**config.mk**
```make
export PLATFORM = sky130hd
export DESIGN_NAME = calendar_date_add_days
export DESIGN_NICKNAME = d
export VERILOG_FILES = /design/src/design/cdad_pkg.sv /design/src/design/calendar_date_add_days.sv /design/src/design/cdad_alu.sv
export SDC_FILE = /design/constraint.sdc
export NUM_CORES = 1
export LEC_CHECK = 0
export BUFFER_PORTS_ARGS = -buffer_cell sky130_fd_sc_hd__buf_4
export CORE_MARGIN = 4
export CORE_UTILIZATION = 60
export DETAILED_ROUTE_END_ITERATION = 8
export GPL_TIMING_DRIVEN = 0
export HOLD_SLACK_MARGIN = 0.02
export PLACE_DENSITY = 0.78
export SLEW_MARGIN = 10
export SYNTH_ARGS = -nofsm -noshare
export SYNTH_HDL_FRONTEND = slang
export SYNTH_SLANG_ARGS = --single-unit
```
**constraint.sdc**
```tcl
create_clock -name clock -period 9.2 [get_ports clock]
set_input_delay 0.46 -clock clock [delete_from_list [all_inputs] [get_ports clock]]
set_output_delay 0.46 -clock clock [all_outputs]
set_load 0.005 [all_outputs]
```
**src/design/cdad_pkg.sv**
```systemverilog
package cdad_pkg;

   localparam int MONTHS_PER_YEAR = 12;
   localparam int DAYS_LONG       = 31;
   localparam int DAYS_SHORT      = 30;
   localparam int DAYS_FEB        = 28;
   localparam int DAYS_YEAR       = 365;
   localparam int YEARS_CYCLE     = 400;
   localparam int DAYS_CYCLE      = 146097;
   localparam int CYCLE_W         = 9;
   localparam int YEAR_FIELD_W    = 14;
   localparam int MONTH_W         = 4;
   localparam int DAY_W           = 5;

   typedef logic [MONTH_W-1:0] month_type;
   typedef logic [DAY_W-1:0]   day_type;
   typedef logic [CYCLE_W-1:0] cycle_pos_type;

   typedef struct packed {
      logic subtract;
   } alu_ctl_type;

   typedef struct packed {
      logic neg;
   } alu_flags_type;

   // leap test on the year's position within the 400-year cycle
   function automatic logic is_leap(input cycle_pos_type pos);
      logic century;
      century = (pos == cycle_pos_type'(100)) || (pos == cycle_pos_type'(200)) ||
                (pos == cycle_pos_type'(300));
      return (pos[1:0] == 2'b00) && !century;
   endfunction

   // zero for a month code outside 1..12
   function automatic day_type month_len(input month_type m, input logic leap);
      day_type len;
      case (m)
         4'd1, 4'd3, 4'd5, 4'd7, 4'd8, 4'd10, 4'd12: len = day_type'(DAYS_LONG);
         4'd4, 4'd6, 4'd9, 4'd11:                    len = day_type'(DAYS_SHORT);
         4'd2:    len = leap ? day_type'(DAYS_FEB + 1) : day_type'(DAYS_FEB);
         default: len = '0;
      endcase
      return len;
   endfunction

endpackage

```
**src/design/calendar_date_add_days.sv**
```systemverilog
// sequence: year mod 400, date check, day of year, add the offset, 400-year steps,
//   single-year steps, then the months of the result year (at most 11 months walked)
// one transaction at a time, set by the one shared adder in the year/month walk; a new
//   request is taken only once the result has gone to the output register
// reset: synchronous, active high; clears the sequencer and the result valid flag
module calendar_date_add_days #(
   parameter int OFFSET_BITS = 17,
   parameter int YEAR_MAX    = 9999
) (
   input  logic clock,
   input  logic reset,
   input  logic req_tvalid,
   output logic req_tready,
   // start_year[13:0], start_month[17:14], start_day[22:18], day_offset[22+OFFSET_BITS:23]
   input  logic [((OFFSET_BITS + 30) / 8) * 8 - 1:0] req_tdata,
   output logic rsp_tvalid,
   input  logic rsp_tready,
   // result_year[13:0], result_month[17:14], result_day[22:18], zero pad[23]
   output logic [23:0] rsp_tdata,
   // input_invalid[0], range_hit[1]
   output logic [1:0]  rsp_tuser
);
   import cdad_pkg::*;

   // day count wide enough for the offset plus one 400-year cycle either way
   localparam int NW = ((OFFSET_BITS > 18) ? OFFSET_BITS : 18) + 2;
   // year register covers both the input field and the top year
   localparam int YW = $clog2(((YEAR_MAX > 16383) ? YEAR_MAX : 16383) + 1);

   // sequencer codes
   localparam logic [3:0] S_IDLE = 4'd0;
   localparam logic [3:0] S_MOD  = 4'd1;   // year mod 400 by repeated subtraction
   localparam logic [3:0] S_CHK  = 4'd2;   // month and day range check
   localparam logic [3:0] S_DOY  = 4'd3;   // day of year, one month per cycle
   localparam logic [3:0] S_OFF  = 4'd4;   // add the offset
   localparam logic [3:0] S_YBIG = 4'd5;   // whole 400-year cycles
   localparam logic [3:0] S_YONE = 4'd6;   // single years
   localparam logic [3:0] S_MON  = 4'd7;   // months of the result year
   localparam logic [3:0] S_EMIT = 4'd8;   // hand over to the output register

   logic [3:0] state_ff, state_in;

   // working registers
   logic [YW-1:0]           year_ff, year_in;
   month_type               mon_ff, mon_in;
   day_type                 day_ff, day_in;
   logic [OFFSET_BITS-1:0]  off_ff, off_in;
   logic signed [NW-1:0]    n_ff, n_in;
   cycle_pos_type           pos_ff, pos_in;
   month_type               m_ff, m_in;

   // pending result
   logic [YEAR_FIELD_W-1:0] res_year_ff, res_year_in;
   month_type               res_mon_ff, res_mon_in;
   day_type                 res_day_ff, res_day_in;
   logic                    res_inv_ff, res_inv_in;
   logic                    res_rng_ff, res_rng_in;

   // output register
   logic                    rsp_valid_ff, rsp_valid_in;
   logic [YEAR_FIELD_W-1:0] rsp_year_ff, rsp_year_in;
   month_type               rsp_mon_ff, rsp_mon_in;
   day_type                 rsp_day_ff, rsp_day_in;
   logic                    rsp_inv_ff, rsp_inv_in;
   logic                    rsp_rng_ff, rsp_rng_in;

   // shared adder
   logic signed [NW-1:0] alu_b, alu_sum;
   alu_ctl_type          alu_ctl;
   alu_flags_type        alu_flags;

   logic          n_neg, leap_cur, leap_dec, slot_free, date_ok;
   cycle_pos_type pos_dec, pos_inc;
   logic          over_cycle, over_one, over_top;

   cdad_alu #(
      .W(NW)
   ) u_alu (
      .op_a  (n_ff),
      .op_b  (alu_b),
      .ctl   (alu_ctl),
      .sum   (alu_sum),
      .flags (alu_flags)
   );

   assign n_neg    = n_ff[NW-1];
   assign pos_dec  = (pos_ff == '0) ? cycle_pos_type'(YEARS_CYCLE - 1) : pos_ff - 1'b1;
   assign pos_inc  = (pos_ff == cycle_pos_type'(YEARS_CYCLE - 1)) ? '0 : pos_ff + 1'b1;
   assign leap_cur = is_leap(pos_ff);
   assign leap_dec = is_leap(pos_dec);

   // would the next forward step leave the year range, or is the year already above it
   assign over_cycle = ({1'b0, year_ff} + (YW+1)'(YEARS_CYCLE)) > (YW+1)'(YEAR_MAX);
   assign over_one   = ({1'b0, year_ff} + (YW+1)'(1)) > (YW+1)'(YEAR_MAX);
   assign over_top   = year_ff > YW'(YEAR_MAX);

   // a zero month length from the table flags a bad month too
   assign date_ok   = (day_ff != '0) && (day_ff <= month_len(mon_ff, leap_cur));
   assign slot_free = !rsp_valid_ff || rsp_tready;

   // operand selection for the shared adder
   always_comb begin
      alu_b            = '0;
      alu_ctl.subtract = 1'b0;
      case (state_ff)
         S_MOD: begin
            alu_b            = NW'(YEARS_CYCLE);
            alu_ctl.subtract = 1'b1;
         end
         S_DOY: begin
            if (m_ff < mon_ff) begin
               alu_b = NW'(month_len(m_ff, leap_cur));
            end else begin
               alu_b = NW'(day_ff);
            end
         end
         S_OFF: begin
            alu_b = {{(NW - OFFSET_BITS){off_ff[OFFSET_BITS-1]}}, off_ff};
         end
         S_YBIG: begin
            alu_b            = NW'(DAYS_CYCLE);
            alu_ctl.subtract = !n_neg;
         end
         S_YONE: begin
            if (n_neg) begin
               alu_b = NW'(DAYS_YEAR + int'(leap_dec));
            end else begin
               alu_b            = NW'(DAYS_YEAR + int'(leap_cur));
               alu_ctl.subtract = 1'b1;
            end
         end
         S_MON: begin
            alu_b            = NW'(month_len(m_ff, leap_cur));
            alu_ctl.subtract = 1'b1;
         end
         default: begin
            alu_b            = '0;
            alu_ctl.subtract = 1'b0;
         end
      endcase
   end

   // sequencer
   always_comb begin
      state_in    = state_ff;
      year_in     = year_ff;
      mon_in      = mon_ff;
      day_in      = day_ff;
      off_in      = off_ff;
      n_in        = n_ff;
      pos_in      = pos_ff;
      m_in        = m_ff;
      res_year_in = res_year_ff;
      res_mon_in  = res_mon_ff;
      res_day_in  = res_day_ff;
      res_inv_in  = res_inv_ff;
      res_rng_in  = res_rng_ff;
      rsp_year_in = rsp_year_ff;
      rsp_mon_in  = rsp_mon_ff;
      rsp_day_in  = rsp_day_ff;
      rsp_inv_in  = rsp_inv_ff;
      rsp_rng_in  = rsp_rng_ff;
      rsp_valid_in = rsp_valid_ff && !rsp_tready;

      case (state_ff)
         S_IDLE: begin
            if (req_tvalid) begin
               year_in  = YW'(req_tdata[13:0]);
               mon_in   = req_tdata[17:14];
               day_in   = req_tdata[22:18];
               off_in   = req_tdata[22+OFFSET_BITS:23];
               n_in     = NW'(req_tdata[13:0]);
               state_in = S_MOD;
            end
         end
         S_MOD: begin
            if (!alu_flags.neg) begin
               n_in = alu_sum;
            end else begin
               pos_in   = n_ff[CYCLE_W-1:0];
               state_in = S_CHK;
            end
         end
         S_CHK: begin
            if (date_ok) begin
               // start one below so that adding the day gives day - 1
               n_in     = '1;
               m_in     = month_type'(1);
               state_in = S_DOY;
            end else begin
               // bad month or day: pass the date through
               res_year_in = year_ff[YEAR_FIELD_W-1:0];
               res_mon_in  = mon_ff;
               res_day_in  = day_ff;
               res_inv_in  = 1'b1;
               res_rng_in  = 1'b0;
               state_in    = S_EMIT;
            end
         end
         S_DOY: begin
            n_in = alu_sum;
            if (m_ff < mon_ff) begin
               m_in = m_ff + 1'b1;
            end else begin
               state_in = S_OFF;
            end
         end
         S_OFF: begin
            n_in     = alu_sum;
            state_in = S_YBIG;
         end
         S_YBIG: begin
            if (n_neg) begin
               if ((year_ff >= YW'(YEARS_CYCLE)) && alu_flags.neg) begin
                  n_in    = alu_sum;
                  year_in = year_ff - YW'(YEARS_CYCLE);
               end else begin
                  state_in = S_YONE;
               end
            end else if (!alu_flags.neg) begin
               if (over_cycle) begin
                  res_year_in = YEAR_FIELD_W'(YEAR_MAX);
                  res_mon_in  = month_type'(MONTHS_PER_YEAR);
                  res_day_in  = day_type'(DAYS_LONG);
                  res_inv_in  = 1'b0;
                  res_rng_in  = 1'b1;
                  state_in    = S_EMIT;
               end else begin
                  n_in    = alu_sum;
                  year_in = year_ff + YW'(YEARS_CYCLE);
               end
            end else begin
               state_in = S_YONE;
            end
         end
         S_YONE: begin
            if (n_neg) begin
               if (year_ff == '0) begin
                  // before the first day of year zero
                  res_year_in = '0;
                  res_mon_in  = month_type'(1);
                  res_day_in  = day_type'(1);
                  res_inv_in  = 1'b0;
                  res_rng_in  = 1'b1;
                  state_in    = S_EMIT;
               end else begin
                  n_in    = alu_sum;
                  year_in = year_ff - 1'b1;
                  pos_in  = pos_dec;
               end
            end else if (!alu_flags.neg) begin
               if (over_one) begin
                  res_year_in = YEAR_FIELD_W'(YEAR_MAX);
                  res_mon_in  = month_type'(MONTHS_PER_YEAR);
                  res_day_in  = day_type'(DAYS_LONG);
                  res_inv_in  = 1'b0;
                  res_rng_in  = 1'b1;
                  state_in    = S_EMIT;
               end else begin
                  n_in    = alu_sum;
                  year_in = year_ff + 1'b1;
                  pos_in  = pos_inc;
               end
            end else if (over_top) begin
               // start year already above the top and not brought back
               res_year_in = YEAR_FIELD_W'(YEAR_MAX);
               res_mon_in  = month_type'(MONTHS_PER_YEAR);
               res_day_in  = day_type'(DAYS_LONG);
               res_inv_in  = 1'b0;
               res_rng_in  = 1'b1;
               state_in    = S_EMIT;
            end else begin
               m_in     = month_type'(1);
               state_in = S_MON;
            end
         end
         S_MON: begin
            if ((m_ff < month_type'(MONTHS_PER_YEAR)) && !alu_flags.neg) begin
               n_in = alu_sum;
               m_in = m_ff + 1'b1;
            end else begin
               res_year_in = year_ff[YEAR_FIELD_W-1:0];
               res_mon_in  = m_ff;
               res_day_in  = n_ff[DAY_W-1:0] + 1'b1;
               res_inv_in  = 1'b0;
               res_rng_in  = 1'b0;
               state_in    = S_EMIT;
            end
         end
         S_EMIT: begin
            if (slot_free) begin
               rsp_year_in  = res_year_ff;
               rsp_mon_in   = res_mon_ff;
               rsp_day_in   = res_day_ff;
               rsp_inv_in   = res_inv_ff;
               rsp_rng_in   = res_rng_ff;
               rsp_valid_in = 1'b1;
               state_in     = S_IDLE;
            end
         end
         default: begin
            state_in = S_IDLE;
         end
      endcase
   end

   always_ff @(posedge clock) begin
      if (reset) begin
         state_ff     <= S_IDLE;
         rsp_valid_ff <= 1'b0;
      end else begin
         state_ff     <= state_in;
         rsp_valid_ff <= rsp_valid_in;
      end
   end

   // payload, no reset needed
   always_ff @(posedge clock) begin
      year_ff     <= year_in;
      mon_ff      <= mon_in;
      day_ff      <= day_in;
      off_ff      <= off_in;
      n_ff        <= n_in;
      pos_ff      <= pos_in;
      m_ff        <= m_in;
      res_year_ff <= res_year_in;
      res_mon_ff  <= res_mon_in;
      res_day_ff  <= res_day_in;
      res_inv_ff  <= res_inv_in;
      res_rng_ff  <= res_rng_in;
      rsp_year_ff <= rsp_year_in;
      rsp_mon_ff  <= rsp_mon_in;
      rsp_day_ff  <= rsp_day_in;
      rsp_inv_ff  <= rsp_inv_in;
      rsp_rng_ff  <= rsp_rng_in;
   end

   assign req_tready = (state_ff == S_IDLE);
   assign rsp_tvalid = rsp_valid_ff;
   assign rsp_tdata  = {1'b0, rsp_day_ff, rsp_mon_ff, rsp_year_ff};
   assign rsp_tuser  = {rsp_rng_ff, rsp_inv_ff};

   // a transaction never carries both flags
   a_flags_exclusive: assert property (@(posedge clock) disable iff (reset)
      rsp_tvalid |-> !(rsp_tuser[0] && rsp_tuser[1]))
      else $error("invalid and range flags both set");

   // a good result has a real month and day
   a_result_date: assert property (@(posedge clock) disable iff (reset)
      (rsp_tvalid && !rsp_tuser[0]) |->
         (rsp_tdata[17:14] >= 4'd1 && rsp_tdata[17:14] <= 4'd12 && rsp_tdata[22:18] != 5'd0))
      else $error("result month or day out of range");

   // a saturated result is one of the two end dates
   a_saturated_ends: assert property (@(posedge clock) disable iff (reset)
      (rsp_tvalid && rsp_tuser[1]) |->
         ((rsp_tdata[13:0] == '0 && rsp_tdata[17:14] == 4'd1 && rsp_tdata[22:18] == 5'd1) ||
          (rsp_tdata[13:0] == YEAR_FIELD_W'(YEAR_MAX) && rsp_tdata[17:14] == 4'd12 &&
           rsp_tdata[22:18] == 5'd31)))
      else $error("saturated result is not an end date");

   // the cycle position stays inside the 400-year cycle once formed
   a_cycle_pos: assert property (@(posedge clock) disable iff (reset)
      (state_ff != S_IDLE && state_ff != S_MOD) |-> (pos_ff < cycle_pos_type'(YEARS_CYCLE)))
      else $error("cycle position out of range");

endmodule

```
**src/design/cdad_alu.sv**
```systemverilog
module cdad_alu #(
   parameter int W = 20
) (
   input  logic signed [W-1:0]  op_a,
   input  logic signed [W-1:0]  op_b,
   input  cdad_pkg::alu_ctl_type   ctl,
   output logic signed [W-1:0]  sum,
   output cdad_pkg::alu_flags_type flags
);
   import cdad_pkg::*;

   logic signed [W-1:0] b_eff;

   assign b_eff      = ctl.subtract ? ~op_b : op_b;
   assign sum        = op_a + b_eff + W'(ctl.subtract);
   assign flags.neg  = sum[W-1];

endmodule

```
==> out/qor.csv <==
stage;metric;value;unit
critical_path;Critical Path, Cell by Cell;clkbuf_1 -> clkbuf_1 -> buf_1 -> clkbuf_1 -> a221oi_1 -> nor2_1 -> ha_1 -> nand3_1 -> or3_1 -> or3_1 -> or3_1 -> nor4_1 -> nor3_4 -> xnor2_4 -> a31oi_1 -> a221o_1 -> a21oi_1;
logic_synthesis;number of synthesized flops with an enable pin;123;
timing;setup_tns;0;ps
final_layout;Final Non-Filler Cells;1245;
floorplanning;# IOs;72;
logic_synthesis;Syn Inst Count;956;
global_routing;GRT overflow;0;
logic_synthesis;synth top area cells;edfxtp_1, ha_1, a21oi_1;
timing;Slew @ Worst Pin;1210;ps
clock_network;hold buffer count at cts;0;
drt;DR DRC count;0;
clock_network;PostCTS Resize Cnt;0;
timing;Slew HR;19.5;%
critical_path;Critical Path End Type;flop;
placed_design;RD Place Congestion;0.965;
critical_path;Startpoint Class;flop;
timing;Setup Skew;7.44;ps
critical_path;RR Startpoint;n_ff[19]$_DFFE_PP_;
critical_path;Worst path slowest cell;a21oi_1;
logic_synthesis;Mean Syn Cell Area;9.47;um^2
power_and_ir_drop;power per cell area;399;mW/mm^2
timing;FMAX;129;MHz
global_routing;global-route wire length before repair;38.7;mm
logic_synthesis;Yosys top cell area share;40.8;%
final_layout;most common cell after layout, fill and taps aside;edfxtp_1;
critical_path;Max Fanout on Critical Path;15;
drt;Detailed Route Iter0 Violations;901;
placed_design;post-detail-place hpwl;18.1;mm
timing;setup ws final;1450;ps
clock_network;post-CTS setup buffer count;0;
final_layout;share of layout cells above drive strength 1;12.5;%
power_and_ir_drop;share of power burned in registers;26.6;%
hold_path;Min-Delay Path Class;input pin to flop;
logic_synthesis;largest area contributor in the netlist;edfxtp_1;
power_and_ir_drop;clock share of power;16.1;%
critical_path;crit path kind;flop to flop;
logic_synthesis;Synthesized Nets;1058;
clock_network;TritonCTS Buffers;17;
floorplanning;die height;131;um
logic_synthesis;Synth cell types;80;
critical_path;Reg-to-Reg End;year_ff[6]$_DFFE_PP_;
critical_path;CP Data Arrival Time;7800;ps
power_and_ir_drop;Pint;0.00226;W
critical_path;worst r2r path cells;17;
drt;vias per inst;6.39;
floorplanning;Core ar.;0.0146;mm^2
placed_design;placed instance area;0.00986;mm^2
floorplanning;chip width;131;um
clock_network;worst skew pair latency;430;ps
timing;Final period util;84.3;%
drt;vias post-DR;7960;
power_and_ir_drop;combinational share of power;57.3;%
power_and_ir_drop;P_sw;0.00191;W
clock_network;CTS root buffer;clkbuf_16;
timing;Slew Viols, Final;0;
placed_design;Placed Cells;1213;
floorplanning;row count;44;
logic_synthesis;flops & latches, synth;128;
final_layout;Ant. Diodes;0;
global_routing;initial antenna violation count;0;
drt;WL/cell;19.7;um
clock_network;clk buf depth;2;
timing;Final Hold Vio Count;0;
floorplanning;die area;0.0171;mm^2
final_layout;Layout area overhead;15.4;%
global_routing;vias in the first global route;7389;
timing;final setup violation count;0;
final_layout;NumNets Final;1150;
critical_path;Critical Path RT;9240;ps
drt;DRT Pass-1 Iters;6;
clock_network;clock transition at the registers of the reported paths;60;ps
drt;Post-DRT Antenna Nets;0;
critical_path;crit path launch;n_ff[19]$_DFFE_PP_;
timing;RSZ-0062 raised after global routing;false;
drt;final wirelength;24.5;mm
logic_synthesis;post-synthesis cell area;0.00905;mm^2
power_and_ir_drop;Net Sw Frac;45.7;%
flow_run;max-cap violations;0;
placed_design;buffers added on ports;70;
critical_path;flop-to-flop setup slack;1450;ps
logic_synthesis;top_reg_cell synth;edfxtp_1;
placed_design;Place WS;1690;ps
power_and_ir_drop;leakage;4.18;nW
logic_synthesis;asr flop ratio synth;0;%
critical_path;crit path to;year_ff[6]$_DFFE_PP_;
clock_network;clk sinks;128;
final_layout;highest-count cells in the layout ignoring fill and taps;edfxtp_1, nor2_1, nand2_1;
clock_network;H-Tree Depth;4;
global_routing;GRT Util Overall;29.6;%
floorplanning;initial core utilization;61.8;%
global_routing;largest net degree at the start of global routing;27;
logic_synthesis;register area share after synthesis;41.9;%
critical_path;CP max stage delay;930;ps
logic_synthesis;yosys warns;0;
run_status;status;finished, final reports clean;
timing;crit path time final;7750;ps
power_and_ir_drop;Max IR drop VDD;0.294;mV
power_and_ir_drop;total power;0.00417;W
final_layout;Filler Cell Count;1129;
clock_network;CTS tree;built;
final_layout;final instance area;0.0104;mm^2
[worst min path at each step]
stage,from,to,slack [ps],depth (start not counted)
floorplan,res_day_ff[0]$_DFFE_PP_,rsp_day_ff[0]$_DFFE_PP_,400,0
global placement,res_mon_ff[1]$_DFFE_PP_,rsp_mon_ff[1]$_DFFE_PP_,400,0
detailed placement,res_day_ff[1]$_DFFE_PP_,rsp_day_ff[1]$_DFFE_PP_,400,0
CTS,req_tdata[38],off_ff[15]$_DFFE_PP_,190,1
global route,req_tdata[16],mon_ff[2]$_DFFE_PP_,180,1
finish,req_tdata[38],off_ff[15]$_DFFE_PP_,200,1
[power groups by stage]
| stage | Clock [W] | Sequential, W | Combinational [W] |
|---|---|---|---|
| global placement | 0 | 0.00111 | 0.00224 |
| detailed placement | 0 | 0.00111 | 0.00231 |
| floorplan | 0 | 0.00105 | 0.00176 |
| CTS | 0.000677 | 0.00110 | 0.00234 |
| global route | 0.000709 | 0.00112 | 0.00263 |
| finish | 0.000673 | 0.00111 | 0.00239 |
[routing by layer]
| metal | wire length (um) | track usage (%) |
|---|---|---|
| met1 | 10600 | 41.5 |
| met2 | 11000 | 44.0 |
| met3 | 2020 | 5.89 |
| met4 | 982 | 14.3 |
| met5 | 0 | 0 |
[registers in the layout, summed over array words and instances, names as in the netlist]
signal / flops
day_ff: 5
rsp_tvalid: 1
mon_ff: 4
off_ff: 17
m_ff: 4
res_day_ff: 5
rsp_inv_ff: 1
year_ff: 14
rsp_day_ff: 5
res_year_ff: 14
res_inv_ff: 1
rsp_rng_ff: 1
res_mon_ff: 4
res_rng_ff: 1
rsp_year_ff: 14
rsp_mon_ff: 4
pos_ff: 9
state_ff: 4
n_ff: 20
[final cells by class]
cell class,instances,area (um^2),share of cell area [%]
multi-input cells,736,4910,47.0
flip-flops and latches,128,3790,36.3
repair buffers,73,563,5.39
clock buffers,17,425,4.07
well taps,184,230,2.20
plain buffers,54,224,2.14
clock inverters,15,156,1.50
inverters,38,143,1.37
[cells in the mapped netlist, drive strengths merged (7+ instances only)]
master and number:
a21oi 77, a221o 8, o21bai 8, o21ai 72
buf 10, inv 38, and3 18, xnor2 36
nand4 10, nand3 23, edfxtp 123, and2 7
ha 56, o31ai 11, nor3 16, o211ai 10
nand2b 12, nand2 84, nor4 8, nor2 86
a22oi 15, a21o 23, o21a 9, a31oi 10
clkbuf 44, xor2 26, nor3b 8, nor2b 15
or3 11
[cell families after synthesis]
kind of cell    synth area share [%]
xor+xnor                        6.47
compound gates                  20.9
buf+inv                         4.05
flops                           41.9
mux                            0.456
fa+ha+maj                       8.18
simple gates                    18.0
other cells                   0.0414
[critical path: cells and delay by family, from the launching register on]
family	cells	cell delay (ps)
AND/OR/NAND/NOR	7	2110
AO/OA/AOI/OAI	4	1660
XOR/XNOR	1	280
buffers and inverters	4	2240
adder cells (fa/ha/maj)	1	230
flip-flops	1	810
[through the flow]
| step | util, % | hold WS (ps) |
|---|---|---|
| after floorplan | - | 400 |
| after global placement | 67.0 | 401 |
| after detailed placement | 67.4 | 405 |
| after CTS | 71.3 | 191 |
| after global routing | 71.3 | 185 |
| final | 71.3 | 205 |
Note: power is estimated with default switching activity, not from simulation.
